File: src/rtl/tftp_packet_parser_macros.svh
// Assertion macros for the TFTP packet parser.
// Used by tftp_packet_parser.sv; expects clk and arst_n in scope.
`ifndef TFTP_PACKET_PARSER_MACROS_SVH
`define TFTP_PACKET_PARSER_MACROS_SVH

// Same-cycle implication, checked outside reset.
`define TPP_ASSERT_IMP(label, ante, cons, msg) \
	label: assert property (@(posedge clk) disable iff (!arst_n) (ante) |-> (cons)) \
		else $error(msg);

// Next-cycle implication, checked outside reset.
`define TPP_ASSERT_NEXT(label, ante, cons, msg) \
	label: assert property (@(posedge clk) disable iff (!arst_n) (ante) |=> (cons)) \
		else $error(msg);

`endif

File: src/rtl/tpp_pkg.sv
// Types and codes for the TFTP packet parser.
// No dependencies; imported by tftp_packet_parser.
`default_nettype none

package tpp_pkg;

	// field_kind codes
	localparam logic [2:0] KIND_OPCODE  = 3'd0;
	localparam logic [2:0] KIND_NUMBER  = 3'd1;
	localparam logic [2:0] KIND_NAME    = 3'd2;
	localparam logic [2:0] KIND_MODE    = 3'd3;
	localparam logic [2:0] KIND_DATA    = 3'd4;
	localparam logic [2:0] KIND_MESSAGE = 3'd5;
	localparam logic [2:0] KIND_TERM    = 3'd6;
	localparam logic [2:0] KIND_DISCARD = 3'd7;

	// status codes
	localparam logic [1:0] ST_OK      = 2'd0;
	localparam logic [1:0] ST_BAD_OP  = 2'd1;
	localparam logic [1:0] ST_TOO_LONG = 2'd2;
	localparam logic [1:0] ST_EARLY   = 2'd3;

	// opcodes
	localparam logic [2:0] OP_NONE  = 3'd0;
	localparam logic [2:0] OP_RRQ   = 3'd1;
	localparam logic [2:0] OP_WRQ   = 3'd2;
	localparam logic [2:0] OP_DATA  = 3'd3;
	localparam logic [2:0] OP_ACK   = 3'd4;
	localparam logic [2:0] OP_ERROR = 3'd5;

	// configuration register indexes
	localparam logic [1:0] REG_NAME_LIMIT    = 2'd0;
	localparam logic [1:0] REG_MODE_LIMIT    = 2'd1;
	localparam logic [1:0] REG_MESSAGE_LIMIT = 2'd2;

	localparam logic [7:0] NAME_LIMIT_RST    = 8'd23;
	localparam logic [7:0] MODE_LIMIT_RST    = 8'd7;
	localparam logic [7:0] MESSAGE_LIMIT_RST = 8'd63;

	localparam logic [8:0] OFFSET_MAX = 9'd511;

	typedef enum logic [9:0] {
		PH_OP0   = 10'b00_0000_0001,
		PH_OP1   = 10'b00_0000_0010,
		PH_NUM0  = 10'b00_0000_0100,
		PH_NUM1  = 10'b00_0000_1000,
		PH_NAME  = 10'b00_0001_0000,
		PH_MODE  = 10'b00_0010_0000,
		PH_DATA  = 10'b00_0100_0000,
		PH_MSG   = 10'b00_1000_0000,
		PH_AFTER = 10'b01_0000_0000,
		PH_BAD   = 10'b10_0000_0000
	} phase_t;

endpackage

`default_nettype wire

File: src/rtl/tftp_packet_parser.sv
// TFTP (RFC 1350) packet parser, byte-wide, one result per byte.
// Depends on tpp_pkg and tftp_packet_parser_macros.svh.
`default_nettype none
`include "tftp_packet_parser_macros.svh"

// Takes a TFTP packet one byte per request, end_of_packet set on the last
// byte, and returns one result request per byte: the byte's field kind,
// its offset in the field (saturating at 511), the opcode and 16-bit
// block number / error code decoded so far (big-endian), and a sticky
// per-packet status (bad opcode, field too long, ended early; first fault
// wins). Throughput is one byte per cycle while out_stall is low: an
// input register feeds a single pass of parse logic that updates the
// packet state and loads the result register, where out_valid flags the
// result. The input register keeps taking bytes while a result waits, as
// long as it has been drained into the result register. The user must
// write limits on the wr_* port only while the block is idle; the block
// itself does not enforce it. All per-packet state returns to reset after
// the last byte of a packet. DATA_LIMIT sets the payload size above which
// DATA bytes are discarded and flagged.
module tftp_packet_parser
	import tpp_pkg::*;
#(
	parameter int DATA_LIMIT = 512
) (
	input  wire logic        clk,
	input  wire logic        arst_n,
	// configuration
	input  wire logic        wr_en,
	input  wire logic [1:0]  wr_index,
	input  wire logic [7:0]  wr_data,
	// input channel
	input  wire logic        in_valid,
	output logic             in_stall,
	input  wire logic [7:0]  rx_byte,
	input  wire logic        end_of_packet,
	// result channel
	output logic             out_valid,
	input  wire logic        out_stall,
	output logic [2:0]       field_kind,
	output logic [7:0]       byte_value,
	output logic [8:0]       field_offset,
	output logic [2:0]       packet_opcode,
	output logic [15:0]      packet_number,
	output logic             packet_done,
	output logic [1:0]       status
);

	// Field counter must reach DATA_LIMIT and also 511 for the offset.
	localparam int CNT_W = ($clog2(DATA_LIMIT + 1) > 10) ? $clog2(DATA_LIMIT + 1) : 10;
	localparam logic [CNT_W-1:0] CNT_MAX  = {CNT_W{1'b1}};
	localparam logic [CNT_W-1:0] DATA_LIM = CNT_W'(DATA_LIMIT);

	// config registers
	logic [7:0] name_limit_q, mode_limit_q, message_limit_q;

	// input register
	logic       valid_s1;
	logic [7:0] byte_s1;
	logic       eop_s1;

	// packet state
	phase_t           phase_q;
	logic [2:0]       opcode_q;
	logic [7:0]       op_high_q;
	logic [7:0]       num_high_q;
	logic [7:0]       num_low_q;
	logic             num_valid_q;
	logic [CNT_W-1:0] count_q;
	logic [1:0]       fault_q;

	// next-state and result
	phase_t           phase_d;
	logic [2:0]       opcode_d;
	logic [7:0]       op_high_d;
	logic [7:0]       num_high_d;
	logic [7:0]       num_low_d;
	logic             num_valid_d;
	logic [CNT_W-1:0] count_d;
	logic [1:0]       fault_d;
	logic [2:0]       kind_c;
	logic [CNT_W-1:0] off_c;
	logic [CNT_W-1:0] count_inc;
	logic [7:0]       str_limit;
	logic [2:0]       str_kind;
	phase_t           str_next;

	logic advance, fire, accept;

	// The result register can load when empty or being drained.
	assign advance  = !out_valid || !out_stall;
	assign fire     = valid_s1 && advance;
	assign in_stall = valid_s1 && !advance;
	assign accept   = in_valid && !in_stall;

	always_ff @(posedge clk or negedge arst_n) begin
		if (!arst_n) begin
			name_limit_q    <= NAME_LIMIT_RST;
			mode_limit_q    <= MODE_LIMIT_RST;
			message_limit_q <= MESSAGE_LIMIT_RST;
		end else if (wr_en) begin
			case (wr_index)
				REG_NAME_LIMIT:    name_limit_q    <= wr_data;
				REG_MODE_LIMIT:    mode_limit_q    <= wr_data;
				REG_MESSAGE_LIMIT: message_limit_q <= wr_data;
				default: ; // unused index, write dropped
			endcase
		end
	end

	always_ff @(posedge clk or negedge arst_n) begin
		if (!arst_n) begin
			valid_s1 <= 1'b0;
		end else if (accept) begin
			valid_s1 <= 1'b1;
		end else if (fire) begin
			valid_s1 <= 1'b0;
		end
	end

	always_ff @(posedge clk) begin
		if (accept) begin
			byte_s1 <= rx_byte;
			eop_s1  <= end_of_packet;
		end
	end

	assign count_inc = (count_q == CNT_MAX) ? count_q : count_q + CNT_W'(1);

	// string field selection per phase
	always_comb begin
		case (phase_q)
			PH_NAME: begin
				str_limit = name_limit_q;
				str_kind  = KIND_NAME;
				str_next  = PH_MODE;
			end
			PH_MODE: begin
				str_limit = mode_limit_q;
				str_kind  = KIND_MODE;
				str_next  = PH_AFTER;
			end
			default: begin
				str_limit = message_limit_q;
				str_kind  = KIND_MESSAGE;
				str_next  = PH_AFTER;
			end
		endcase
	end

	// parse one byte against the packet state
	always_comb begin
		phase_d     = phase_q;
		opcode_d    = opcode_q;
		op_high_d   = op_high_q;
		num_high_d  = num_high_q;
		num_low_d   = num_low_q;
		num_valid_d = num_valid_q;
		count_d     = count_q;
		fault_d     = fault_q;
		kind_c      = KIND_DISCARD;
		off_c       = '0;
		case (phase_q)
			PH_OP0: begin
				kind_c    = KIND_OPCODE;
				op_high_d = byte_s1;
				phase_d   = PH_OP1;
			end
			PH_OP1: begin
				kind_c = KIND_OPCODE;
				off_c  = CNT_W'(1);
				if (op_high_q == 8'd0 && byte_s1 inside {[8'd1:8'd5]}) begin
					opcode_d = byte_s1[2:0];
					phase_d  = (byte_s1 <= 8'd2) ? PH_NAME : PH_NUM0;
					count_d  = '0;
				end else begin
					opcode_d = OP_NONE;
					if (fault_q == ST_OK) fault_d = ST_BAD_OP;
					phase_d = PH_BAD;
				end
			end
			PH_NUM0: begin
				kind_c     = KIND_NUMBER;
				num_high_d = byte_s1;
				phase_d    = PH_NUM1;
			end
			PH_NUM1: begin
				kind_c      = KIND_NUMBER;
				off_c       = CNT_W'(1);
				num_low_d   = byte_s1;
				num_valid_d = 1'b1;
				count_d     = '0;
				if (opcode_q == OP_DATA)     phase_d = PH_DATA;
				else if (opcode_q == OP_ACK) phase_d = PH_AFTER;
				else                         phase_d = PH_MSG;
			end
			PH_NAME, PH_MODE, PH_MSG: begin
				off_c = count_q;
				if (byte_s1 == 8'd0) begin
					kind_c  = KIND_TERM;
					phase_d = str_next;
					count_d = '0;
				end else begin
					count_d = count_inc;
					if (count_q < CNT_W'(str_limit)) begin
						kind_c = str_kind;
					end else begin
						kind_c = KIND_DISCARD;
						if (fault_q == ST_OK) fault_d = ST_TOO_LONG;
					end
				end
			end
			PH_DATA: begin
				off_c   = count_q;
				count_d = count_inc;
				if (count_q < DATA_LIM) begin
					kind_c = KIND_DATA;
				end else begin
					kind_c = KIND_DISCARD;
					if (fault_q == ST_OK) fault_d = ST_TOO_LONG;
				end
			end
			default: ; // after a complete packet or a bad opcode: discard
		endcase
		// packet cut short: only DATA, a finished packet or a bad one may end here
		if (eop_s1 && fault_d == ST_OK && phase_d != PH_DATA && phase_d != PH_AFTER
				&& phase_d != PH_BAD) begin
			fault_d = ST_EARLY;
		end
	end

	always_ff @(posedge clk or negedge arst_n) begin
		if (!arst_n) begin
			phase_q     <= PH_OP0;
			opcode_q    <= OP_NONE;
			op_high_q   <= '0;
			num_high_q  <= '0;
			num_low_q   <= '0;
			num_valid_q <= 1'b0;
			count_q     <= '0;
			fault_q     <= ST_OK;
		end else if (fire) begin
			if (eop_s1) begin
				phase_q     <= PH_OP0;
				opcode_q    <= OP_NONE;
				op_high_q   <= '0;
				num_high_q  <= '0;
				num_low_q   <= '0;
				num_valid_q <= 1'b0;
				count_q     <= '0;
				fault_q     <= ST_OK;
			end else begin
				phase_q     <= phase_d;
				opcode_q    <= opcode_d;
				op_high_q   <= op_high_d;
				num_high_q  <= num_high_d;
				num_low_q   <= num_low_d;
				num_valid_q <= num_valid_d;
				count_q     <= count_d;
				fault_q     <= fault_d;
			end
		end
	end

	// result register
	always_ff @(posedge clk or negedge arst_n) begin
		if (!arst_n) begin
			out_valid <= 1'b0;
		end else if (advance) begin
			out_valid <= valid_s1;
		end
	end

	always_ff @(posedge clk) begin
		if (fire) begin
			field_kind    <= kind_c;
			byte_value    <= byte_s1;
			field_offset  <= (off_c > CNT_W'(OFFSET_MAX)) ? OFFSET_MAX : off_c[8:0];
			packet_opcode <= opcode_d;
			packet_number <= num_valid_d ? {num_high_d, num_low_d} : 16'd0;
			packet_done   <= eop_s1;
			status        <= fault_d;
		end
	end

	// A held result must block the input register from being overwritten.
	`TPP_ASSERT_IMP(a_hold_blocks_input, valid_s1 && out_valid && out_stall, in_stall, "input register not held behind a stalled result")
	// The last byte of a packet leaves the parser ready for a new opcode.
	`TPP_ASSERT_NEXT(a_eop_clears, fire && eop_s1, phase_q == PH_OP0 && fault_q == ST_OK && !num_valid_q, "packet state not cleared after last byte")
	// Within a packet the first fault stays.
	`TPP_ASSERT_NEXT(a_fault_sticky, fire && !eop_s1 && fault_q != ST_OK, fault_q == $past(fault_q), "packet fault changed before end of packet")
	// Payload bytes only appear in a DATA packet.
	`TPP_ASSERT_IMP(a_data_kind, out_valid && field_kind == KIND_DATA, packet_opcode == OP_DATA, "data byte reported outside a DATA packet")

endmodule

`default_nettype wire

File: config.mk
export PLATFORM = sky130hd
export DESIGN_NAME = tftp_packet_parser
export DESIGN_NICKNAME = d
export VERILOG_FILES = /design/src/rtl/tpp_pkg.sv /design/src/rtl/tftp_packet_parser.sv
export VERILOG_INCLUDE_DIRS = /design/src /design/src/rtl
export SDC_FILE = /design/constraint.sdc
export NUM_CORES = 1
export LEC_CHECK = 0
export BUFFER_PORTS_ARGS = -buffer_cell sky130_fd_sc_hd__buf_2
export CAP_MARGIN = 20
export CELL_PAD_IN_SITES_DETAIL_PLACEMENT = 1
export CELL_PAD_IN_SITES_GLOBAL_PLACEMENT = 1
export CORE_ASPECT_RATIO = 0.8
export CORE_MARGIN = 2
export CORE_UTILIZATION = 40
export CTS_BUF_LIST = sky130_fd_sc_hd__clkbuf_8
export CTS_CLUSTER_SIZE = 30
export DETAILED_ROUTE_END_ITERATION = 16
export PLACE_DENSITY_LB_ADDON = 0.1
export SETUP_SLACK_MARGIN = 0.02
export SLEW_MARGIN = 20
export SYNTH_ARGS = -nofsm -noshare
export SYNTH_HDL_FRONTEND = slang
export SYNTH_SLANG_ARGS = --single-unit
export TNS_END_PERCENT = 100
File: constraint.sdc
create_clock -name clk -period 10.4 [get_ports clk]
set_input_delay 0 -clock clk [delete_from_list [all_inputs] [get_ports clk]]
set_output_delay 0 -clock clk [all_outputs]
set_load 0.02 [all_outputs]
==> reports/metrics.csv, run 1 <==
stage,metric,value,unit
clock_tree,CTS Hold Bufs,21,
timing,post-route setup TNS,0,ps
timing,setup violators final,0,
place,port bufs,67,
clock_tree,CTS Root Cell,clkbuf_8,
synthesis,Gate Count Post-Synth,508,
finish,Finished Cell Area,7020,µm²
synthesis,"Top FF cell, synth",dfrtp_1,
worst_hold_path,Hold Path End,name_limit_q[5],
synthesis,Synth top area share,25.7,%
synthesis,top cell type by total area after synthesis,dfrtp_1,
setup_path,WP data required,10600,ps
power,Max VDD drop,0.0895,mV
finish,Area growth syn-to-layout,16.3,%
floorplanning,Initial Utilization,40.6,%
clock_tree,Post-CTS Resized,0,
synthesis,synthesized area,6030,µm²
power,PD cells,184,nW/µm²
setup_path,critical path's slowest cell,nor4b_2,
global_routing,antenna violations before repair,0,
setup_path,crit path kind,register to register,
setup_path,Worst Path Arrival,4310,ps
power,Seq pwr share,49.8,%
floorplanning,Die Ht,114,µm
power,static leakage,0.00291,µW
finish,n_diodes,0,
clock_tree,cts bufs inserted,17,
synthesis,Yosys warning total,0,
power,cell-internal power,890,µW
job,Max Cap Viol,0,
global_routing,first-pass GRT wire length,25100,µm
setup_path,crit path max fanout,12,
setup_path,RR Startpoint,phase_q[2],
clock_tree,Worst-Skew Late Latency,450,ps
setup_path,Worst R2R Path Depth,13,
floorplanning,Rows,40,
routing,Remaining DRCs,0,
timing,Hold Fails Final Rpt,0,
clock_tree,H-tree depth,4,
routing,Initial DRC Count,345,
floorplanning,Core ar.,14900,µm²
clock_tree,Clock Sinks,127,
finish,Final nets,627,
setup_path,Critical Path Start Type,register,
clock_tree,clk slew on worst S/H paths,70,ps
timing,highest clock rate,0.243,GHz
setup_path,crit path cell chain,"nor4_4, nand2_2, nor4b_2, nor2_1, a21oi_1, ha_1, nand4_1, nor4_1, a221o_1, a211oi_2, nor3b_1, nor3_2, a21bo_2",
setup_path,Crit. End Element,register,
outcome,outcome,completed,
place,RePlAce Congestion,0.846,
setup_path,Worst Path Buf+Inv,0,
setup_path,Max stage delay on crit path,590,ps
synthesis,Synth Register Bits,127,
timing,Slew Limit Fails,0,
timing,hold slack final,127,ps
power,switch share,31.2,%
synthesis,dominant cells by area after synthesis,"dfrtp_1 26%, edfxtp_1 25%, dfstp_2 6.1%, a22o_1 5.2%, mux2_2 4.5%",
finish,share of cells above drive strength 1,27.1,%
clock_tree,Setup Buffers After CTS,0,
routing,vias per std cell,5.64,
synthesis,Post-synth EDFFs,51,
timing,Slew @ Worst Pin,1010,ps
place,Post-DP Area,6470,µm²
power,switching power,404,µW
floorplanning,Die Width,141,µm
synthesis,post-synthesis sequential area ratio,57.2,%
synthesis,Mapped Avg Cell Area,11.9,µm²
synthesis,Netlist cell types,75,
timing,final setup margin,6280,ps
timing,Layout Skew,16.1,ps
routing,post-DR wirelength/cell,19.6,µm
global_routing,number of global-route vias before repair,4517,
floorplanning,io pins,68,
power,combinational power share,21.5,%
synthesis,Synthesized Nets,540,
timing,min cycle time layout,4120,ps
timing,RSZ-0062 raised after global routing,false,
setup_path,worst flop-to-flop path endpoint,status[1],
place,DP HPWL,10700,µm
synthesis,Async SR Flop Fraction,59.8,%
global_routing,GRT overflow,0,
clock_tree,CTS tree,yes,
routing,total number of vias,4497,
worst_hold_path,hold crit path type,input port to register,
routing,ANT nets after route,0,
worst_hold_path,Hold Startpoint,wr_index[1],
global_routing,largest net degree at the start of global routing,77,
routing,first-pass iteration count of the detailed router,5,
clock_tree,CTS max path bufs,2,
worst_hold_path,hold depth,4,
place,dpl ws,6330,ps
power,Clock power frac,28.7,%
timing,Final Cycle Share,39.6,%
routing,final wirelength,15600,µm
timing,Slew Limit Headroom,32.8,%
global_routing,Tot GR Track Use,20.5,%
floorplanning,die area,16100,µm²
setup_path,reg2reg setup slack,6280,ps
setup_path,"delay-heaviest family, CP",simple AND/OR/NAND/NOR gates,
-- metal layers --
layer  GRT usage [%]  vias to the layer above  share of wire [%]
li1                -                     2097                  -
met1            30.5                     2267                 50
met2            29.7                      121                 44
met3            4.41                       12                5.0
met4            6.93                        0                1.0
met5               0                        -                  0
-- worst reg2reg max path, cell delays in order (launching register included) --
cell and delay, ps:
dfrtp_1 550, nor4_4 370, nand2_2 130, nor4b_2 590, nor2_1 240, a21oi_1 240
ha_1 280, nand4_1 110, nor4_1 70, a221o_1 340, a211oi_2 370, nor3b_1 110
nor3_2 220, a21bo_2 250
-- power by group through the flow --
stage	registers (µW)	logic (µW)	clock network, µW
5_1_grt	652	310	405
3_3_place_gp	651	267	0
6_report	645	279	371
4_1_cts	645	281	380
2_1_floorplan	650	192	0
3_5_place_dp	653	273	0
-- worst max path at each step --
| stage | start | endpoint | slack (ps) | depth (start not counted) |
|---|---|---|---|---|
| 2_1_floorplan | phase_q[6] | status[1] | 7000 | 13 |
| 3_3_place_gp | phase_q[1] | status[1] | 6550 | 12 |
| 3_5_place_dp | phase_q[2] | status[1] | 6330 | 13 |
| 4_1_cts | phase_q[2] | status[1] | 6300 | 13 |
| 5_1_grt | phase_q[2] | status[1] | 5980 | 13 |
| 6_report | phase_q[2] | status[1] | 6280 | 13 |
-- final cells by class --
cell class	count	area, µm²
fillers	1630	7850
flip-flops and latches	127	3450
multi-input cells	350	2390
repair buffers	92	576
clock buffers	20	275
well taps	189	236
clock inverters	12	60.1
inverters	7	26.3
-- kinds of logic (layout without fill, tap and decap cells) --
group	Yosys count	count (layout)	share of synthesized area (%)
simple gates	169	169	15.1
buf+inv	31	131	3.11
fa+ha+maj	8	8	1.66
mux	25	25	4.65
compound gates	143	143	17.6
flops	127	127	57.2
xor+xnor	5	5	0.726
-- placed cells by master, fill, tap and decap left out, types with 3 or more instances in the layout --
cell / n
or3_1: 3
nor3_2: 4
a22o_1: 36
buf_4: 4
a31oi_1: 3
mux2_2: 24
nor3b_1: 4
buf_2: 67
a21o_1: 4
ha_1: 8
or4_1: 3
inv_1: 11
clkinv_2: 4
o21a_1: 11
nor3_1: 10
xnor2_1: 3
nor4_1: 4
a21oi_1: 33
dfrtp_1: 62
o21ai_0: 22
nand3_1: 22
dlygate4sd3_1: 21
nand2_1: 60
nor2_1: 25
and3_1: 4
o31ai_1: 3
dfstp_2: 14
nand2b_1: 5
nand4_1: 3
nand3b_1: 5
edfxtp_1: 51
o21ai_1: 4
clkbuf_8: 20
a21bo_2: 3
-- flip-flops by register name, summed over array words and instances, names as in the netlist, 2 cells and up --
register / cells
num_low_q: 8
opcode_q: 3
field_kind: 3
byte_value: 8
packet_number: 16
mode_limit_q: 8
op_high_q: 8
count_q: 10
message_limit_q: 8
field_offset: 9
byte_s1: 8
num_high_q: 8
phase_q: 10
name_limit_q: 8
fault_q: 2
packet_opcode: 3
status: 2
-- through the flow --
stage / util, % / cells / power (µW)
detailed placement: 43.5 / 744 / 927
global route: 47.2 / 797 / 1370
finish: 47.2 / 797 / 1290
global placement: 43.5 / 744 / 918
CTS: 47.2 / 797 / 1310
floorplan: - / 508 / 842
-- synthesized netlist by cell type, drive strengths merged, types with 2 or more instances --
master	instances
dfrtp	62
nand2	61
edfxtp	51
a22o	37
a21oi	35
nor2	27
o21ai	26
mux2	24
nand3	22
nor3	15
dfstp	14
buf	13
o21a	11
clkbuf	10
ha	8
inv	6
nor4	6
or4	6
a21o	5
nand2b	5
nand3b	5
o31ai	5
and3	4
nor3b	4
a21bo	3
a31oi	3
nand4	3
nor4b	3
or3	3
xnor2	3
a2111oi	2
a41oi	2
nor2b	2
o211ai	2
xor2	2
(Power assumes the default switching activity.)
==> inputs of run 2 (changes only) <==
ABC_AREA = 1   (was unset)
clock period = 3.9 ns   (was 10.4 ns; I/O delays follow)
==> reports/metrics.csv, run 2 <==
stage,metric,value,unit,change
outcome,outcome,completed,,
clock_tree,clk slew on worst S/H paths,80,ps,about the same
synthesis,Synthesized Nets,727,,+35%
setup_path,Crit. End Element,register,,
finish,final core utilization,49.6,%,+2.3 points
routing,final wirelength,17500,µm,+12%
routing,ANT nets after route,0,,unchanged
clock_tree,CTS Hold Bufs,20,,-4.8%
job,Max Cap Viol,0,,unchanged
place,Post-DP Area,6810,µm²,+5.3%
synthesis,Async SR Flop Fraction,59.8,%,unchanged
floorplanning,Core ar.,15100,µm²,+1.7%
synthesis,top cell type by total area after synthesis,dfrtp_1,,
power,static leakage,0.00337,µW,+16%
finish,Largest regs,"packet_number x16, count_q x10, phase_q x10",,
timing,highest clock rate,0.344,GHz,+42%
clock_tree,Post-CTS Resized,0,,unchanged
finish,most frequent cells in the layout,"136 x nand2_1, 75 x o21ai_0, 73 x inv_1, 72 x nor2_1, 67 x buf_2",,
floorplanning,die area,16600,µm²,+3.1%
synthesis,Gate Count Post-Synth,695,,+37%
setup_path,WP data required,4090,ps,-6510 ps
finish,n_diodes,0,,unchanged
routing,post-DR wirelength/cell,17.2,µm,-12%
clock_tree,Clock Sinks,127,,unchanged
synthesis,Synth top cells by count,"136 x nand2_1, 75 x o21ai_0, 73 x inv_1",,
synthesis,"Top FF cell, synth",dfrtp_1,,
global_routing,number of global-route vias before repair,5449,,+21%
clock_tree,H-tree depth,4,,unchanged
timing,hold slack final,180,ps,+52.9 ps
timing,Slew @ Worst Pin,892,ps,-116 ps
floorplanning,Die Ht,116,µm,+1.5%
finish,max reg flops,16,,unchanged
synthesis,Synth Register Bits,127,,unchanged
global_routing,GRT overflow,0,,unchanged
global_routing,first-pass GRT wire length,28800,µm,+15%
timing,min cycle time layout,2910,ps,-1210 ps
finish,FF+latch area,3450,µm²,unchanged
clock_tree,Worst-Skew Late Latency,460,ps,about the same
global_routing,largest net degree at the start of global routing,40,,-48%
global_routing,antenna violations before repair,0,,unchanged
finish,Biggest register,packet_number,,
routing,total number of vias,5298,,+18%
power,Final Total Pwr,4730,µW,+270%
floorplanning,Initial Utilization,41.2,%,+0.60 points
synthesis,Yosys warning total,0,,unchanged
finish,share of cells above drive strength 1,21.3,%,-5.8 points
place,port bufs,67,,unchanged
routing,vias per std cell,5.21,,-7.6%
power,PD cells,632,nW/µm²,+240%
timing,post-route setup TNS,0,ps,unchanged
routing,wire length on met2,7270,µm,+6.1%
setup_path,crit path kind,register to register,,
power,Max VDD drop,0.409,mV,+360%
synthesis,Netlist cell types,43,,-43%
synthesis,dominant cells by area after synthesis,"dfrtp_1 25%, edfxtp_1 25%, nand2_1 8.2%, o21ai_0 6.0%, dfstp_2 5.9%",,
place,RePlAce Congestion,0.922,,+8.9%
timing,Layout Skew,11.7,ps,-4.38 ps
finish,"commonest non-fill, non-tap cell in the layout",nand2_1,,
synthesis,Synth top area share,24.9,%,-0.80 points
synthesis,Post-synth EDFFs,51,,unchanged
floorplanning,Rows,40,,unchanged
global_routing,Tot GR Track Use,22.7,%,+2.2 points
timing,Slew Limit Fails,0,,unchanged
routing,max layer used,met4,,
synthesis,synthesized area,6220,µm²,+3.2%
clock_tree,CTS tree,yes,,
finish,multi-input logic area,2380,µm²,-0.68%
clock_tree,CTS max path bufs,2,,unchanged
routing,met3 wire length,921,µm,+19%
timing,RSZ-0062 raised after global routing,false,,
timing,Final Cycle Share,74.5,%,+35 points
timing,setup violators final,0,,unchanged
timing,Slew Limit Headroom,40.5,%,+7.7 points
synthesis,Mapped Avg Cell Area,8.96,µm²,-25%
floorplanning,io pins,68,,unchanged
routing,Initial DRC Count,277,,-20%
clock_tree,cts bufs inserted,17,,unchanged
finish,Final nets,825,,+32%
clock_tree,CTS Root Cell,clkbuf_8,,
synthesis,"count leader, synth",nand2_1,,
setup_path,crit path max fanout,16,,+4
worst_hold_path,hold crit path type,input port to register,,
setup_path,Critical Path Start Type,register,,
place,DP HPWL,12700,µm,+18%
synthesis,post-synthesis sequential area ratio,55.4,%,-1.8 points
timing,Hold Fails Final Rpt,0,,unchanged
floorplanning,Die Width,143,µm,+1.5%
routing,Metal-1 WL,9060,µm,+15%
finish,fillers,1811,,+11%
routing,Remaining DRCs,0,,unchanged
clock_tree,Setup Buffers After CTS,0,,unchanged
setup_path,Worst Path Arrival,3100,ps,-1210 ps
routing,first-pass iteration count of the detailed router,4,,-1
finish,Area growth syn-to-layout,20.3,%,
finish,Finished Cell Area,7490,µm²,+6.7%
## run 2: cell count changes in the layout (fill, tap and decap cells not counted), sizes merged, moves of 6 or more
cell	previous run	this run
nand2	61	147
inv	13	90
nor2	27	86
o21ai	26	84
a22o	37	0
nand3	22	51
mux2	24	0
o22ai	0	11
o21a	11	1
nand4	3	10
bufinv	0	6
or4	6	0
## run 2: final cells by class
class / instances / share of cell area (%)
flip-flops and latches: 127 / 46.1
repair buffers: 94 / 7.85
clock inverters: 15 / 3.24
multi-input cells: 465 / 31.7
well taps: 210 / 3.51
inverters: 88 / 4.48
clock buffers: 17 / 3.12
## run 2: through the flow
step | worst slack [ps] | std cells
2_1_floorplan | 1270 | 695
3_3_place_gp | 1180 | 964
6_report | 993 | 1016
5_1_grt | 728 | 1016
3_5_place_dp | 1060 | 964
4_1_cts | 993 | 1016
## run 2: where the power goes
group / internal [µW] / leakage [µW] / switching [µW]
Clock: 824 / 0.000235 / 560
Combinational: 481 / 0.00166 / 1050
Sequential: 1650 / 0.00147 / 161
## run 2: critical path, cell delays in order (launching register included)
cell,delay (ps)
dfrtp_1,450
nor2_2,240
nand2_1,170
nor2_8,230
o21ai_4,150
a21oi_1,210
ha_1,270
a21oi_1,120
o21ai_0,90
a21oi_1,130
nand2_1,120
nand2_1,100
nand2_1,50
a21oi_1,220
nand2_2,80
## run 2: cells by family (layout without fill, tap and decap cells)
group,Yosys count,in the layout,synth area share (%)
simple gates,312,312,23.8
compound gates,143,143,12.5
flops,127,127,55.4
buf+inv,103,214,6.37
fa+ha+maj,8,8,1.61
xor+xnor,2,2,0.281
## run 2: path summary, 6_finish.rpt
path | startpoint | to | slack, ps | cells after the start
max in group asynchronous | arst_n | phase_q[0] | 2640 | 3
min in group asynchronous | arst_n | name_limit_q[5] | 210 | 2
min reg2reg | byte_s1[4] | byte_value[4] | 460 | 0
max reg2reg | phase_q[6] | status[1] | 990 | 14
max | phase_q[6] | status[1] | 990 | 14
min | wr_en | name_limit_q[4] | 180 | 4
## run 2: layer usage
layer	vias to the layer above	track usage, %
li1	2523	-
met1	2628	33.6
met2	127	32.1
met3	20	6.16
met4	0	7.39
met5	-	0
==> inputs of run 3 (changes only) <==
clock period = 2.45 ns   (was 3.9 ns; I/O delays follow)
==> reports/metrics.csv, run 3 (synthesis gave the netlist of run 2 again) <==
stage,metric,value,unit,change
outcome,outcome,"finished, violations left",,
outcome,failing checks,negative setup slack,,
floorplanning,Initial Utilization,41.2,%,unchanged
global_routing,GRT met2 Usage,36.0,%,+3.9 points
timing,RSZ-0062 raised after global routing,true,,
clock_tree,clk slew on worst S/H paths,80,ps,about the same
finish,"commonest non-fill, non-tap cell in the layout",nand2_1,,
power,static leakage,0.00368,µW,+9.2%
clock_tree,cts bufs inserted,17,,unchanged
global_routing,antenna violations before repair,0,,unchanged
timing,Slew Limit Headroom,59.6,%,+19 points
global_routing,number of global-route vias before repair,5706,,+4.7%
setup_path,crit path max fanout,6,,-10
place,RePlAce Congestion,0.852,,-7.6%
timing,min cycle time layout,2570,ps,-339 ps
finish,max reg flops,16,,unchanged
setup_path,worst flop-to-flop path endpoint,status[1],,
timing,Hold Fails Final Rpt,0,,unchanged
place,Post-DP Area,7250,µm²,+6.4%
routing,total number of vias,5548,,+4.7%
routing,vias per std cell,5.15,,-1.3%
clock_tree,Worst-Skew Late Latency,450,ps,about the same
global_routing,largest net degree at the start of global routing,56,,+40%
floorplanning,Die Width,143,µm,unchanged
job,Max Cap Viol,0,,unchanged
routing,final wirelength,19100,µm,+9.3%
floorplanning,io pins,68,,unchanged
finish,n_diodes,0,,unchanged
setup_path,Crit. End Element,register,,
setup_path,reg2reg setup slack,-120,ps,-1110 ps
timing,Slew Limit Fails,0,,unchanged
global_routing,GR Util met1,37.6,%,+4.0 points
routing,first-pass iteration count of the detailed router,5,,+1
global_routing,Tot GR Track Use,24.8,%,+2.2 points
setup_path,Critical Path Start Type,register,,
timing,Slew @ Worst Pin,604,ps,-289 ps
power,Max VDD drop,0.569,mV,+39%
routing,Initial DRC Count,397,,+43%
place,port bufs,67,,unchanged
routing,ANT nets after route,0,,unchanged
floorplanning,Core ar.,15100,µm²,unchanged
timing,highest clock rate,0.389,GHz,+13%
clock_tree,CTS max path bufs,2,,unchanged
finish,Biggest register,packet_number,,
global_routing,GRT overflow,0,,unchanged
global_routing,M3 GR Usage,5.08,%,-1.1 points
worst_hold_path,hold crit path type,input port to asynchronous set/reset pin,,
timing,setup violators final,6,,+6
floorplanning,die area,16600,µm²,unchanged
floorplanning,Die Ht,116,µm,unchanged
global_routing,first-pass GRT wire length,31200,µm,+8.4%
place,DP HPWL,13800,µm,+9.0%
finish,share of cells above drive strength 1,32.4,%,+11 points
clock_tree,CTS tree,yes,,
clock_tree,H-tree depth,4,,unchanged
clock_tree,CTS Root Cell,clkbuf_8,,
setup_path,Worst R2R Path Depth,15,,+1
clock_tree,Clock Sinks,127,,unchanged
power,PD cells,950,nW/µm²,+50%
finish,Final nets,887,,+7.5%
finish,Largest regs,"packet_number x16, count_q x10, phase_q x10",,
floorplanning,Rows,40,,unchanged
timing,final setup margin,-118,ps,-1110 ps
finish,Area growth syn-to-layout,30.5,%,
timing,Layout Skew,9.56,ps,-2.12 ps
routing,Remaining DRCs,0,,unchanged
routing,post-DR wirelength/cell,17.8,µm,+3.1%
setup_path,WP data required,2650,ps,-1440 ps
setup_path,Worst Path Arrival,2770,ps,-330 ps
setup_path,crit path kind,register to register,,
finish,most frequent cells in the layout,"127 x nand2_1, 71 x inv_1, 70 x o21ai_0, 67 x buf_2, 66 x nor2_1",,
global_routing,GRT busiest layer,met1,,
finish,Finished Cell Area,8120,µm²,+8.4%
timing,Final Cycle Share,105,%,+30 points
timing,post-route setup TNS,-529,ps,-529 ps
timing,hold slack final,101,ps,-79.3 ps
setup_path,RR Startpoint,phase_q[1],,
[run 3: through the flow]
| step | instances | worst slack [ps] | utilization (%) | total power, µW |
|---|---|---|---|---|
| 3_5_place_dp | 1017 | -252 | 48.0 | 5610 |
| 4_1_cts | 1076 | -70.4 | 53.0 | 7640 |
| 3_3_place_gp | 1017 | -123 | 48.0 | 5490 |
| 2_1_floorplan | 695 | -17.9 | - | 4610 |
| 5_1_grt | 1078 | -289 | 53.7 | 8200 |
| 6_report | 1078 | -118 | 53.7 | 7720 |
[run 3: routing by layer]
layer  part of all wire (%)  vias up
li1                       -     2661
met4                    1.1        0
met2                     43      165
met3                    6.0       19
met1                     49     2703
met5                      0        -
[run 3: critical path, stage by stage, from the launching register on]
cell and delay (ps):
dfrtp_1 410, nor2_4 180, nand2_4 120, nor2_8 190, nand3_2 110, nand2_2 90, a21oi_2 40, ha_1 310
a21oi_2 170, o21ai_2 90, a21oi_2 150, nand2_2 110, nand2_2 70, nand2_2 50, a21oi_2 160, nand2_2 80
[run 3: repair_timing]
item | CTS | global route
buffers inserted | 6 | 2
gates cloned | 1 | 0
endpoints found under the setup margin | 7 | 13
hold endpoints to repair | 56 | 0
pin swaps | 14 | 17
hold buffers | 20 | 0
resized for setup | 40 | 27
[run 3: cell type report]
type | count | area [µm²]
clock inverter | 15 | 145
multi-input combinational | 466 | 2590
fill | 1803 | 6990
timing repair buffer | 155 | 1090
sequential | 127 | 3460
clock buffer | 17 | 234
inverter | 88 | 338
tap | 210 | 263
[run 3: report_power, final]
part | total [µW] | internal, µW | switching (µW)
Combinational | 3040 | 1100 | 1950
Sequential | 2890 | 2640 | 257
Clock | 1780 | 895 | 888
Total | 7720 | 4630 | 3090
[run 3: worst max-delay path by stage]
stage	from	end	slack [ps]
2_1_floorplan	phase_q[6]	status[1]	-20
3_5_place_dp	phase_q[2]	field_kind[2]	-250
6_report	phase_q[1]	status[1]	-120
5_1_grt	phase_q[8]	status[1]	-290
3_3_place_gp	phase_q[9]	status[1]	-120
4_1_cts	phase_q[1]	status[1]	-70
